--- src/ps2sa_pkg.sv ---
package ps2sa_pkg;

	localparam logic [7:0] ESC_PREFIX = 8'hE0;

	localparam int unsigned MOD_SHIFT  = 0;
	localparam int unsigned MOD_CTRL   = 1;
	localparam int unsigned MOD_ALT    = 2;
	localparam int unsigned MOD_CAPS   = 3;
	localparam int unsigned MOD_NUM    = 4;
	localparam int unsigned MOD_SCROLL = 5;

	typedef logic [5:0] mod_t;

	localparam logic [7:0] K_HOME = 8'hE0;
	localparam logic [7:0] K_END  = 8'hE1;
	localparam logic [7:0] K_UP   = 8'hE2;
	localparam logic [7:0] K_DN   = 8'hE3;
	localparam logic [7:0] K_LF   = 8'hE4;
	localparam logic [7:0] K_RT   = 8'hE5;
	localparam logic [7:0] K_PGUP = 8'hE6;
	localparam logic [7:0] K_PGDN = 8'hE7;
	localparam logic [7:0] K_INS  = 8'hE8;
	localparam logic [7:0] K_DEL  = 8'hE9;

	// extended (prefixed) navigation keys, shared by all three maps
	function automatic logic [7:0] ext_lut(input logic [7:0] code);
		case (code)
			8'hC7: ext_lut = K_HOME;
			8'hC8: ext_lut = K_UP;
			8'hC9: ext_lut = K_PGUP;
			8'hCB: ext_lut = K_LF;
			8'hCD: ext_lut = K_RT;
			8'hCF: ext_lut = K_END;
			8'hD0: ext_lut = K_DN;
			8'hD1: ext_lut = K_PGDN;
			8'hD2: ext_lut = K_INS;
			8'hD3: ext_lut = K_DEL;
			default: ext_lut = 8'h00;
		endcase
	endfunction

	// keypad block, same in plain and shifted maps
	function automatic logic [7:0] pad_lut(input logic [7:0] code);
		case (code)
			8'h37: pad_lut = "*";
			8'h39: pad_lut = " ";
			8'h47: pad_lut = "7";
			8'h48: pad_lut = "8";
			8'h49: pad_lut = "9";
			8'h4A: pad_lut = "-";
			8'h4B: pad_lut = "4";
			8'h4C: pad_lut = "5";
			8'h4D: pad_lut = "6";
			8'h4E: pad_lut = "+";
			8'h4F: pad_lut = "1";
			8'h50: pad_lut = "2";
			8'h51: pad_lut = "3";
			8'h52: pad_lut = "0";
			8'h53: pad_lut = ".";
			8'h01: pad_lut = 8'h1B;
			8'h0E: pad_lut = 8'h08;
			8'h0F: pad_lut = 8'h09;
			8'h1C: pad_lut = 8'h0A;
			8'h9C: pad_lut = 8'h0A;
			8'hB5: pad_lut = "/";
			default: pad_lut = ext_lut(code);
		endcase
	endfunction

	function automatic logic [7:0] plain_lut(input logic [7:0] code);
		case (code)
			8'h02: plain_lut = "1";
			8'h03: plain_lut = "2";
			8'h04: plain_lut = "3";
			8'h05: plain_lut = "4";
			8'h06: plain_lut = "5";
			8'h07: plain_lut = "6";
			8'h08: plain_lut = "7";
			8'h09: plain_lut = "8";
			8'h0A: plain_lut = "9";
			8'h0B: plain_lut = "0";
			8'h0C: plain_lut = "-";
			8'h0D: plain_lut = "=";
			8'h10: plain_lut = "q";
			8'h11: plain_lut = "w";
			8'h12: plain_lut = "e";
			8'h13: plain_lut = "r";
			8'h14: plain_lut = "t";
			8'h15: plain_lut = "y";
			8'h16: plain_lut = "u";
			8'h17: plain_lut = "i";
			8'h18: plain_lut = "o";
			8'h19: plain_lut = "p";
			8'h1A: plain_lut = 8'h5B;
			8'h1B: plain_lut = 8'h5D;
			8'h1E: plain_lut = "a";
			8'h1F: plain_lut = "s";
			8'h20: plain_lut = "d";
			8'h21: plain_lut = "f";
			8'h22: plain_lut = "g";
			8'h23: plain_lut = "h";
			8'h24: plain_lut = "j";
			8'h25: plain_lut = "k";
			8'h26: plain_lut = "l";
			8'h27: plain_lut = 8'h3B;
			8'h28: plain_lut = 8'h27;
			8'h29: plain_lut = 8'h60;
			8'h2B: plain_lut = 8'h5C;
			8'h2C: plain_lut = "z";
			8'h2D: plain_lut = "x";
			8'h2E: plain_lut = "c";
			8'h2F: plain_lut = "v";
			8'h30: plain_lut = "b";
			8'h31: plain_lut = "n";
			8'h32: plain_lut = "m";
			8'h33: plain_lut = 8'h2C;
			8'h34: plain_lut = 8'h2E;
			8'h35: plain_lut = 8'h2F;
			default: plain_lut = pad_lut(code);
		endcase
	endfunction

	function automatic logic [7:0] upper_lut(input logic [7:0] code);
		case (code)
			8'h02: upper_lut = 8'h21;
			8'h03: upper_lut = 8'h40;
			8'h04: upper_lut = 8'h23;
			8'h05: upper_lut = 8'h24;
			8'h06: upper_lut = 8'h25;
			8'h07: upper_lut = 8'h5E;
			8'h08: upper_lut = 8'h26;
			8'h09: upper_lut = 8'h2A;
			8'h0A: upper_lut = 8'h28;
			8'h0B: upper_lut = 8'h29;
			8'h0C: upper_lut = 8'h5F;
			8'h0D: upper_lut = 8'h2B;
			8'h10: upper_lut = "Q";
			8'h11: upper_lut = "W";
			8'h12: upper_lut = "E";
			8'h13: upper_lut = "R";
			8'h14: upper_lut = "T";
			8'h15: upper_lut = "Y";
			8'h16: upper_lut = "U";
			8'h17: upper_lut = "I";
			8'h18: upper_lut = "O";
			8'h19: upper_lut = "P";
			8'h1A: upper_lut = 8'h7B;
			8'h1B: upper_lut = 8'h7D;
			8'h1E: upper_lut = "A";
			8'h1F: upper_lut = "S";
			8'h20: upper_lut = "D";
			8'h21: upper_lut = "F";
			8'h22: upper_lut = "G";
			8'h23: upper_lut = "H";
			8'h24: upper_lut = "J";
			8'h25: upper_lut = "K";
			8'h26: upper_lut = "L";
			8'h27: upper_lut = 8'h3A;
			8'h28: upper_lut = 8'h22;
			8'h29: upper_lut = 8'h7E;
			8'h2B: upper_lut = 8'h7C;
			8'h2C: upper_lut = "Z";
			8'h2D: upper_lut = "X";
			8'h2E: upper_lut = "C";
			8'h2F: upper_lut = "V";
			8'h30: upper_lut = "B";
			8'h31: upper_lut = "N";
			8'h32: upper_lut = "M";
			8'h33: upper_lut = 8'h3C;
			8'h34: upper_lut = 8'h3E;
			8'h35: upper_lut = 8'h3F;
			default: upper_lut = pad_lut(code);
		endcase
	endfunction

	// control codes are the letter minus 0x40
	function automatic logic [7:0] ctrl_lut(input logic [7:0] code);
		case (code)
			8'h10: ctrl_lut = 8'h11;
			8'h11: ctrl_lut = 8'h17;
			8'h12: ctrl_lut = 8'h05;
			8'h13: ctrl_lut = 8'h12;
			8'h14: ctrl_lut = 8'h14;
			8'h15: ctrl_lut = 8'h19;
			8'h16: ctrl_lut = 8'h15;
			8'h17: ctrl_lut = 8'h09;
			8'h18: ctrl_lut = 8'h0F;
			8'h19: ctrl_lut = 8'h10;
			8'h1C: ctrl_lut = 8'h0D;
			8'h1E: ctrl_lut = 8'h01;
			8'h1F: ctrl_lut = 8'h13;
			8'h20: ctrl_lut = 8'h04;
			8'h21: ctrl_lut = 8'h06;
			8'h22: ctrl_lut = 8'h07;
			8'h23: ctrl_lut = 8'h08;
			8'h24: ctrl_lut = 8'h0A;
			8'h25: ctrl_lut = 8'h0B;
			8'h26: ctrl_lut = 8'h0C;
			8'h2B: ctrl_lut = 8'h1C;
			8'h2C: ctrl_lut = 8'h1A;
			8'h2D: ctrl_lut = 8'h18;
			8'h2E: ctrl_lut = 8'h03;
			8'h2F: ctrl_lut = 8'h16;
			8'h30: ctrl_lut = 8'h02;
			8'h31: ctrl_lut = 8'h0E;
			8'h32: ctrl_lut = 8'h0D;
			8'h35: ctrl_lut = 8'hEF;
			8'h9C: ctrl_lut = 8'h0D;
			8'hB5: ctrl_lut = 8'hEF;
			default: ctrl_lut = ext_lut(code);
		endcase
	endfunction

	function automatic mod_t hold_bits(input logic [7:0] code);
		hold_bits = '0;
		case (code)
			8'h1D, 8'h9D: hold_bits[MOD_CTRL] = 1'b1;
			8'h2A, 8'h36: hold_bits[MOD_SHIFT] = 1'b1;
			8'h38, 8'hB8: hold_bits[MOD_ALT] = 1'b1;
			default: hold_bits = '0;
		endcase
	endfunction

	function automatic mod_t lock_bits(input logic [7:0] code);
		lock_bits = '0;
		case (code)
			8'h3A: lock_bits[MOD_CAPS] = 1'b1;
			8'h45: lock_bits[MOD_NUM] = 1'b1;
			8'h46: lock_bits[MOD_SCROLL] = 1'b1;
			default: lock_bits = '0;
		endcase
	endfunction

	// map choice plus caps-lock case swap
	function automatic logic [7:0] translate(input logic [7:0] code, input mod_t mods);
		logic [7:0] c;
		c = mods[MOD_CTRL] ? ctrl_lut(code) :
			mods[MOD_SHIFT] ? upper_lut(code) : plain_lut(code);
		if (mods[MOD_CAPS]) begin
			if (c >= 8'h61 && c <= 8'h7A)
				c = c - 8'h20;
			else if (c >= 8'h41 && c <= 8'h5A)
				c = c + 8'h20;
		end
		translate = c;
	endfunction

endpackage

--- src/ps2_scancode_to_ascii.sv ---
// PS/2 set-1 scancode to ASCII decoder.
// Input channel: in_valid / in_ready with scan_byte, one raw scancode byte per request.
// Output channel: out_valid / out_ready with char_code and modifier_flags.
// Every input byte yields exactly one result, in order; char_code 0 means no character.
// modifier_flags: bit0 shift, bit1 ctrl, bit2 alt, bit3 caps, bit4 num, bit5 scroll.
// Result path: an accepted byte goes to the input register, then its result to the
// result register, which drives out_valid; a receiver stall holds it in between.
// Throughput: one byte per cycle while out_ready holds high; mods_q updates per result.
// in_ready stays high while the result register is empty or being taken, so a
// new byte enters in the same cycle a finished result leaves.
// Receiver stall: the result holds steady, one further byte waits in the input
// register, then in_ready drops until out_ready returns.
// Reset clears modifiers, the pending 0xE0 prefix and both valid flags.
module ps2_scancode_to_ascii (
	input  logic       clk,
	input  logic       arst_n,
	input  logic       in_valid,
	output logic       in_ready,
	input  logic [7:0] scan_byte,
	output logic       out_valid,
	input  logic       out_ready,
	output logic [7:0] char_code,
	output logic [5:0] modifier_flags
);

	logic              valid_s1;
	logic [7:0]        byte_s1;
	logic              valid_s2;
	logic [7:0]        char_s2;
	ps2sa_pkg::mod_t   mods_s2;
	ps2sa_pkg::mod_t   mods_q;
	logic              esc_q;

	logic              adv_out;
	logic [7:0]        code;
	logic [7:0]        chr_d;
	ps2sa_pkg::mod_t   mods_d;
	logic              esc_d;

	assign adv_out  = !valid_s2 || out_ready;
	assign in_ready = !valid_s1 || adv_out;

	always_comb begin
		code   = byte_s1;
		chr_d  = 8'h00;
		mods_d = mods_q;
		esc_d  = esc_q;
		if (byte_s1 == ps2sa_pkg::ESC_PREFIX) begin
			esc_d = 1'b1;
		end else if (byte_s1[7]) begin
			// release: prefixed keys keep bit 7 for the lookup
			code   = esc_q ? byte_s1 : {1'b0, byte_s1[6:0]};
			mods_d = mods_q & ~ps2sa_pkg::hold_bits(code);
			esc_d  = 1'b0;
		end else begin
			code   = esc_q ? (byte_s1 | 8'h80) : byte_s1;
			mods_d = (mods_q | ps2sa_pkg::hold_bits(code)) ^ ps2sa_pkg::lock_bits(code);
			esc_d  = 1'b0;
			chr_d  = ps2sa_pkg::translate(code, mods_d);
		end
	end

	always_ff @(posedge clk or negedge arst_n) begin
		if (!arst_n) begin
			valid_s1 <= 1'b0;
			valid_s2 <= 1'b0;
			mods_q   <= '0;
			esc_q    <= 1'b0;
		end else begin
			if (in_ready)
				valid_s1 <= in_valid;
			if (adv_out) begin
				valid_s2 <= valid_s1;
				if (valid_s1) begin
					mods_q <= mods_d;
					esc_q  <= esc_d;
				end
			end
		end
	end

	always_ff @(posedge clk) begin
		if (in_ready && in_valid)
			byte_s1 <= scan_byte;
		if (adv_out && valid_s1) begin
			char_s2 <= chr_d;
			mods_s2 <= mods_d;
		end
	end

	assign out_valid      = valid_s2;
	assign char_code      = char_s2;
	assign modifier_flags = mods_s2;

endmodule

--- config.mk ---
export PLATFORM = sky130hd
export DESIGN_NAME = ps2_scancode_to_ascii
export DESIGN_NICKNAME = d
export VERILOG_FILES = /design/src/ps2sa_pkg.sv /design/src/ps2_scancode_to_ascii.sv
export SDC_FILE = /design/constraint.sdc
export NUM_CORES = 1
export LEC_CHECK = 0
export BUFFER_PORTS_ARGS = -buffer_cell sky130_fd_sc_hd__buf_4
export CORE_UTILIZATION = 30
export CTS_CLUSTER_DIAMETER = 100
export DETAILED_ROUTE_END_ITERATION = 12
export PLACE_DENSITY = 0.43
export SYNTH_ARGS = -nofsm -noshare
export SYNTH_HDL_FRONTEND = slang
export SYNTH_SLANG_ARGS = --single-unit
--- constraint.sdc ---
create_clock -name clk -period 3.3 [get_ports clk]
set_clock_uncertainty 0.1 [all_clocks]
set_input_delay 0.66 -clock clk [delete_from_list [all_inputs] [get_ports clk]]
set_output_delay 0.66 -clock clk [all_outputs]
set_load 0.01 [all_outputs]
==> flow_summary.toml <==
[run]
cap_violations = 0

[global_route]
grt_max_degree = 26
overflow = 0
grt_pass1_wl_mm = 27.50
grt.total_usage_pct = 28.65
grt_antenna_before_repair = 0
grt_pass1_vias = 4649

[worst_setup_path]
ff2ff_path_depth = 12
reg2reg_slack_ps = -330
cp_data_required_time_ps = 3310
r2r_end = "char_code[7]"
r2r_start = "byte_s1[7]"
worstSetupPathType = "reg2reg"
crit_arrival_ps = 3640
startpoint_type = "register"
critical_path.max_fanout = 6
cp-end-kind = "register"

[detailed_routing]
wl_mm = 18.70
dr_wl_met2_mm = 8.558
vias = 4953
routed.top_layer = "met4"
vias_per_cell = 5.793
met3_length_mm = 1.148
drt-met1-wl_mm = 8.219
wl_per_cell_um = 21.87
dr.pass1.iters = 5
drt_iter0_markers = 506
postRouteAntennaNets = 0
drc_errors = 0

[timing]
period_share_pct = 110.0
hold_violations = 0
slew_viol_final = 0
rsz0062_at_grt = "yes"
fmax_ghz = 0.2755
worst_pin_slew_ps = 605.3
final-setup-viol-count = 3
setup_ws_ps = -330.2
slew_headroom_pct = 59.60
period_needed_ps = 3630

[finish]
stdcell_count = 855
drive_gt1_share_pct = 47.02
area_growth_pct = 61.08
num-fill-cells = 1203
mostFrequentLayoutCell = "buf_4"
layout.nets = 701
n_antenna_cell = 0
layout_common_cells = "220 x buf_4, 38 x nand2_1, 27 x nor2_1, 26 x o21ai_0, 26 x a21oi_1"

[die]
fp-row-count = 40
core-area_um2 = 12160
die_x_um = 114.4
dieArea_um2 = 13080
io_pins = 28
initial_core_util_pct = 31.14
die_y_um = 114.4

[synthesis]
yosys-top-cells-area = "edfxtp_1 17%, dfrtp_1 5.9%, a21oi_1 4.1%"
yosysWarningCount = 0
netlist.area_leader.share_pct = 17.44
syn_inst = 494
yosys_register_bits = 31
dominantRegCellSynth = "edfxtp_1"
syn-num-nets = 509
seq_area_frac_synth_pct = 23.39
synth_area_um2 = 3787
synth_enable_flop_cells = 22
synth_cell_types = 90
synthArstFlopShare_pct = 29.03
synth.largest_area_cell = "edfxtp_1"
synth.avg_cell_area_um2 = 7.667

[pwr]
p_comb_share_pct = 51.7
power_mw = 1.975
power_switching_mw = 0.7434
p_seq_share_pct = 25.9
intPower_mw = 1.232
pwr-share-clk_pct = 22.4
leakagePower_nw = 2.509
netSwitchingFraction_pct = 37.64
p_per_area_nw_per_um2 = 323.8
peakVddDrop_mv = 0.2060

[place]
place_congestion = 0.9503
dp_hpwl_mm = 14.93
port_buffers = 27
dpl.cell_count = 826

[cts]
clock_sinks = 31
tritoncts = "done"
clockBufferDepth = 2
cts_inserted_buffers = 5
hold_buffers = 0
cts_root_buf = "clkbuf_16"
path_clk_slew_ps = 50
htreeDepth = 2
insertion_delay_ps = 280

[status]
status = "finished with violations"
violations = "setup timing"

[min_path]
hold_path.class = "in2async"
[registers in the layout, indices dropped and copies added, names as in the netlist]
register / cells
esc_q: 1
valid_s1: 1
char_code: 8
out_valid: 1
mods_q: 6
modifier_flags: 6
byte_s1: 8
[critical path: stages (launching register included)]
cell	delay (ps)
edfxtp_1	500
or4b_4	590
a211oi_4	170
buf_4	190
o2bb2ai_4	70
a2111oi_4	310
a21oi_1	70
or3_4	340
or3b_4	410
o311ai_4	250
a21o_1	150
nand3_1	100
a221oi_2	220
[timing repair]
item	4_1_cts	5_1_grt
resized for setup	38	46
endpoints found under the setup margin	3	3
buffers inserted	15	7
pin swaps	9	17
[metal layers]
metal  global-route usage [%]  up-vias
li1                         -     2290
met1                    38.33     2368
met2                    46.10      240
met3                    4.288       55
met4                    11.69        0
met5                        0        -
[how the worst max path moves through the flow]
stage | endpoint | slack [ps] | from | cells after the start
global route | char_code[7] | -470 | byte_s1[3] | 13
floorplan | char_code[6] | -200 | byte_s1[6] | 13
global placement | char_code[6] | -580 | byte_s1[6] | 13
detailed placement | char_code[7] | -550 | byte_s1[6] | 13
CTS | char_code[7] | -330 | byte_s1[3] | 12
finish | char_code[7] | -330 | byte_s1[7] | 12
[Yosys cell counts, types with 3 or more instances]
cell / instances
or3b_2: 4
ha_1: 3
edfxtp_1: 22
a21oi_1: 31
a31oi_1: 12
buf_1: 7
buf_2: 12
or3_1: 5
xor2_1: 7
nand3b_1: 8
nor4_1: 9
or2_2: 5
nor4b_1: 8
o21ai_0: 29
dfrtp_1: 9
a311oi_1: 4
o211ai_1: 6
o31ai_1: 3
nor3_1: 25
o22ai_1: 8
o21a_1: 4
nand2b_1: 16
mux2i_1: 4
and2_1: 5
a22oi_1: 10
inv_1: 14
nor2_1: 33
nor3b_1: 4
and4_1: 3
or4_1: 4
nand3_1: 13
nand2_1: 38
nor2b_1: 13
clkbuf_1: 26
and4b_1: 4
and3_1: 3
nand4_1: 8
a211oi_1: 6
[through the flow]
step / cell area, µm² / setup TNS (ps) / hold slack [ps] / worst slack, ps / util [%]
after floorplan: 3805 / -571.9 / 264.4 / -200.9 / -
after global placement: 5421 / -1662 / 372.6 / -578.3 / 44.58
after detailed placement: 5421 / -1579 / 376.2 / -548.6 / 44.58
after CTS: 5838 / -909.3 / 103.3 / -325.8 / 48.00
after global routing: 6101 / -1279 / 108.4 / -467.6 / 50.16
final: 6101 / -915.0 / 100.1 / -330.2 / 50.16
[area by class of cell]
type / count / area, µm² / area share [%]
multi-input cells: 401 / 2994 / 49.08
repair buffers: 233 / 1815 / 29.76
flip-flops and latches: 31 / 887.1 / 14.54
well taps: 168 / 210.2 / 3.445
clock buffers: 7 / 132.6 / 2.174
inverters: 14 / 56.30 / 0.9229
clock inverters: 1 / 5.005 / 0.08203
[kinds of logic (layout without fill, tap and decap cells)]
| kind of cell | count (synthesis) | count (layout) | share of synthesized area, % |
|---|---|---|---|
| simple gates | 222 | 222 | 33.96 |
| compound gates | 162 | 162 | 31.35 |
| buf+inv | 62 | 255 | 6.872 |
| flops | 31 | 31 | 23.39 |
| xor+xnor | 9 | 9 | 2.081 |
| mux | 5 | 5 | 1.354 |
| fa+ha+maj | 3 | 3 | 0.9912 |
[power by group through the flow]
stage          Clock, mW  Combinational (mW)  Sequential [mW]
4_1_cts            0.456               0.959            0.509
2_1_floorplan          0               0.474            0.516
6_report           0.443                1.02            0.511
3_5_place_dp           0               0.906            0.515
5_1_grt            0.465                1.08            0.516
3_3_place_gp           0               0.906            0.514
(Power assumes the default switching activity.)
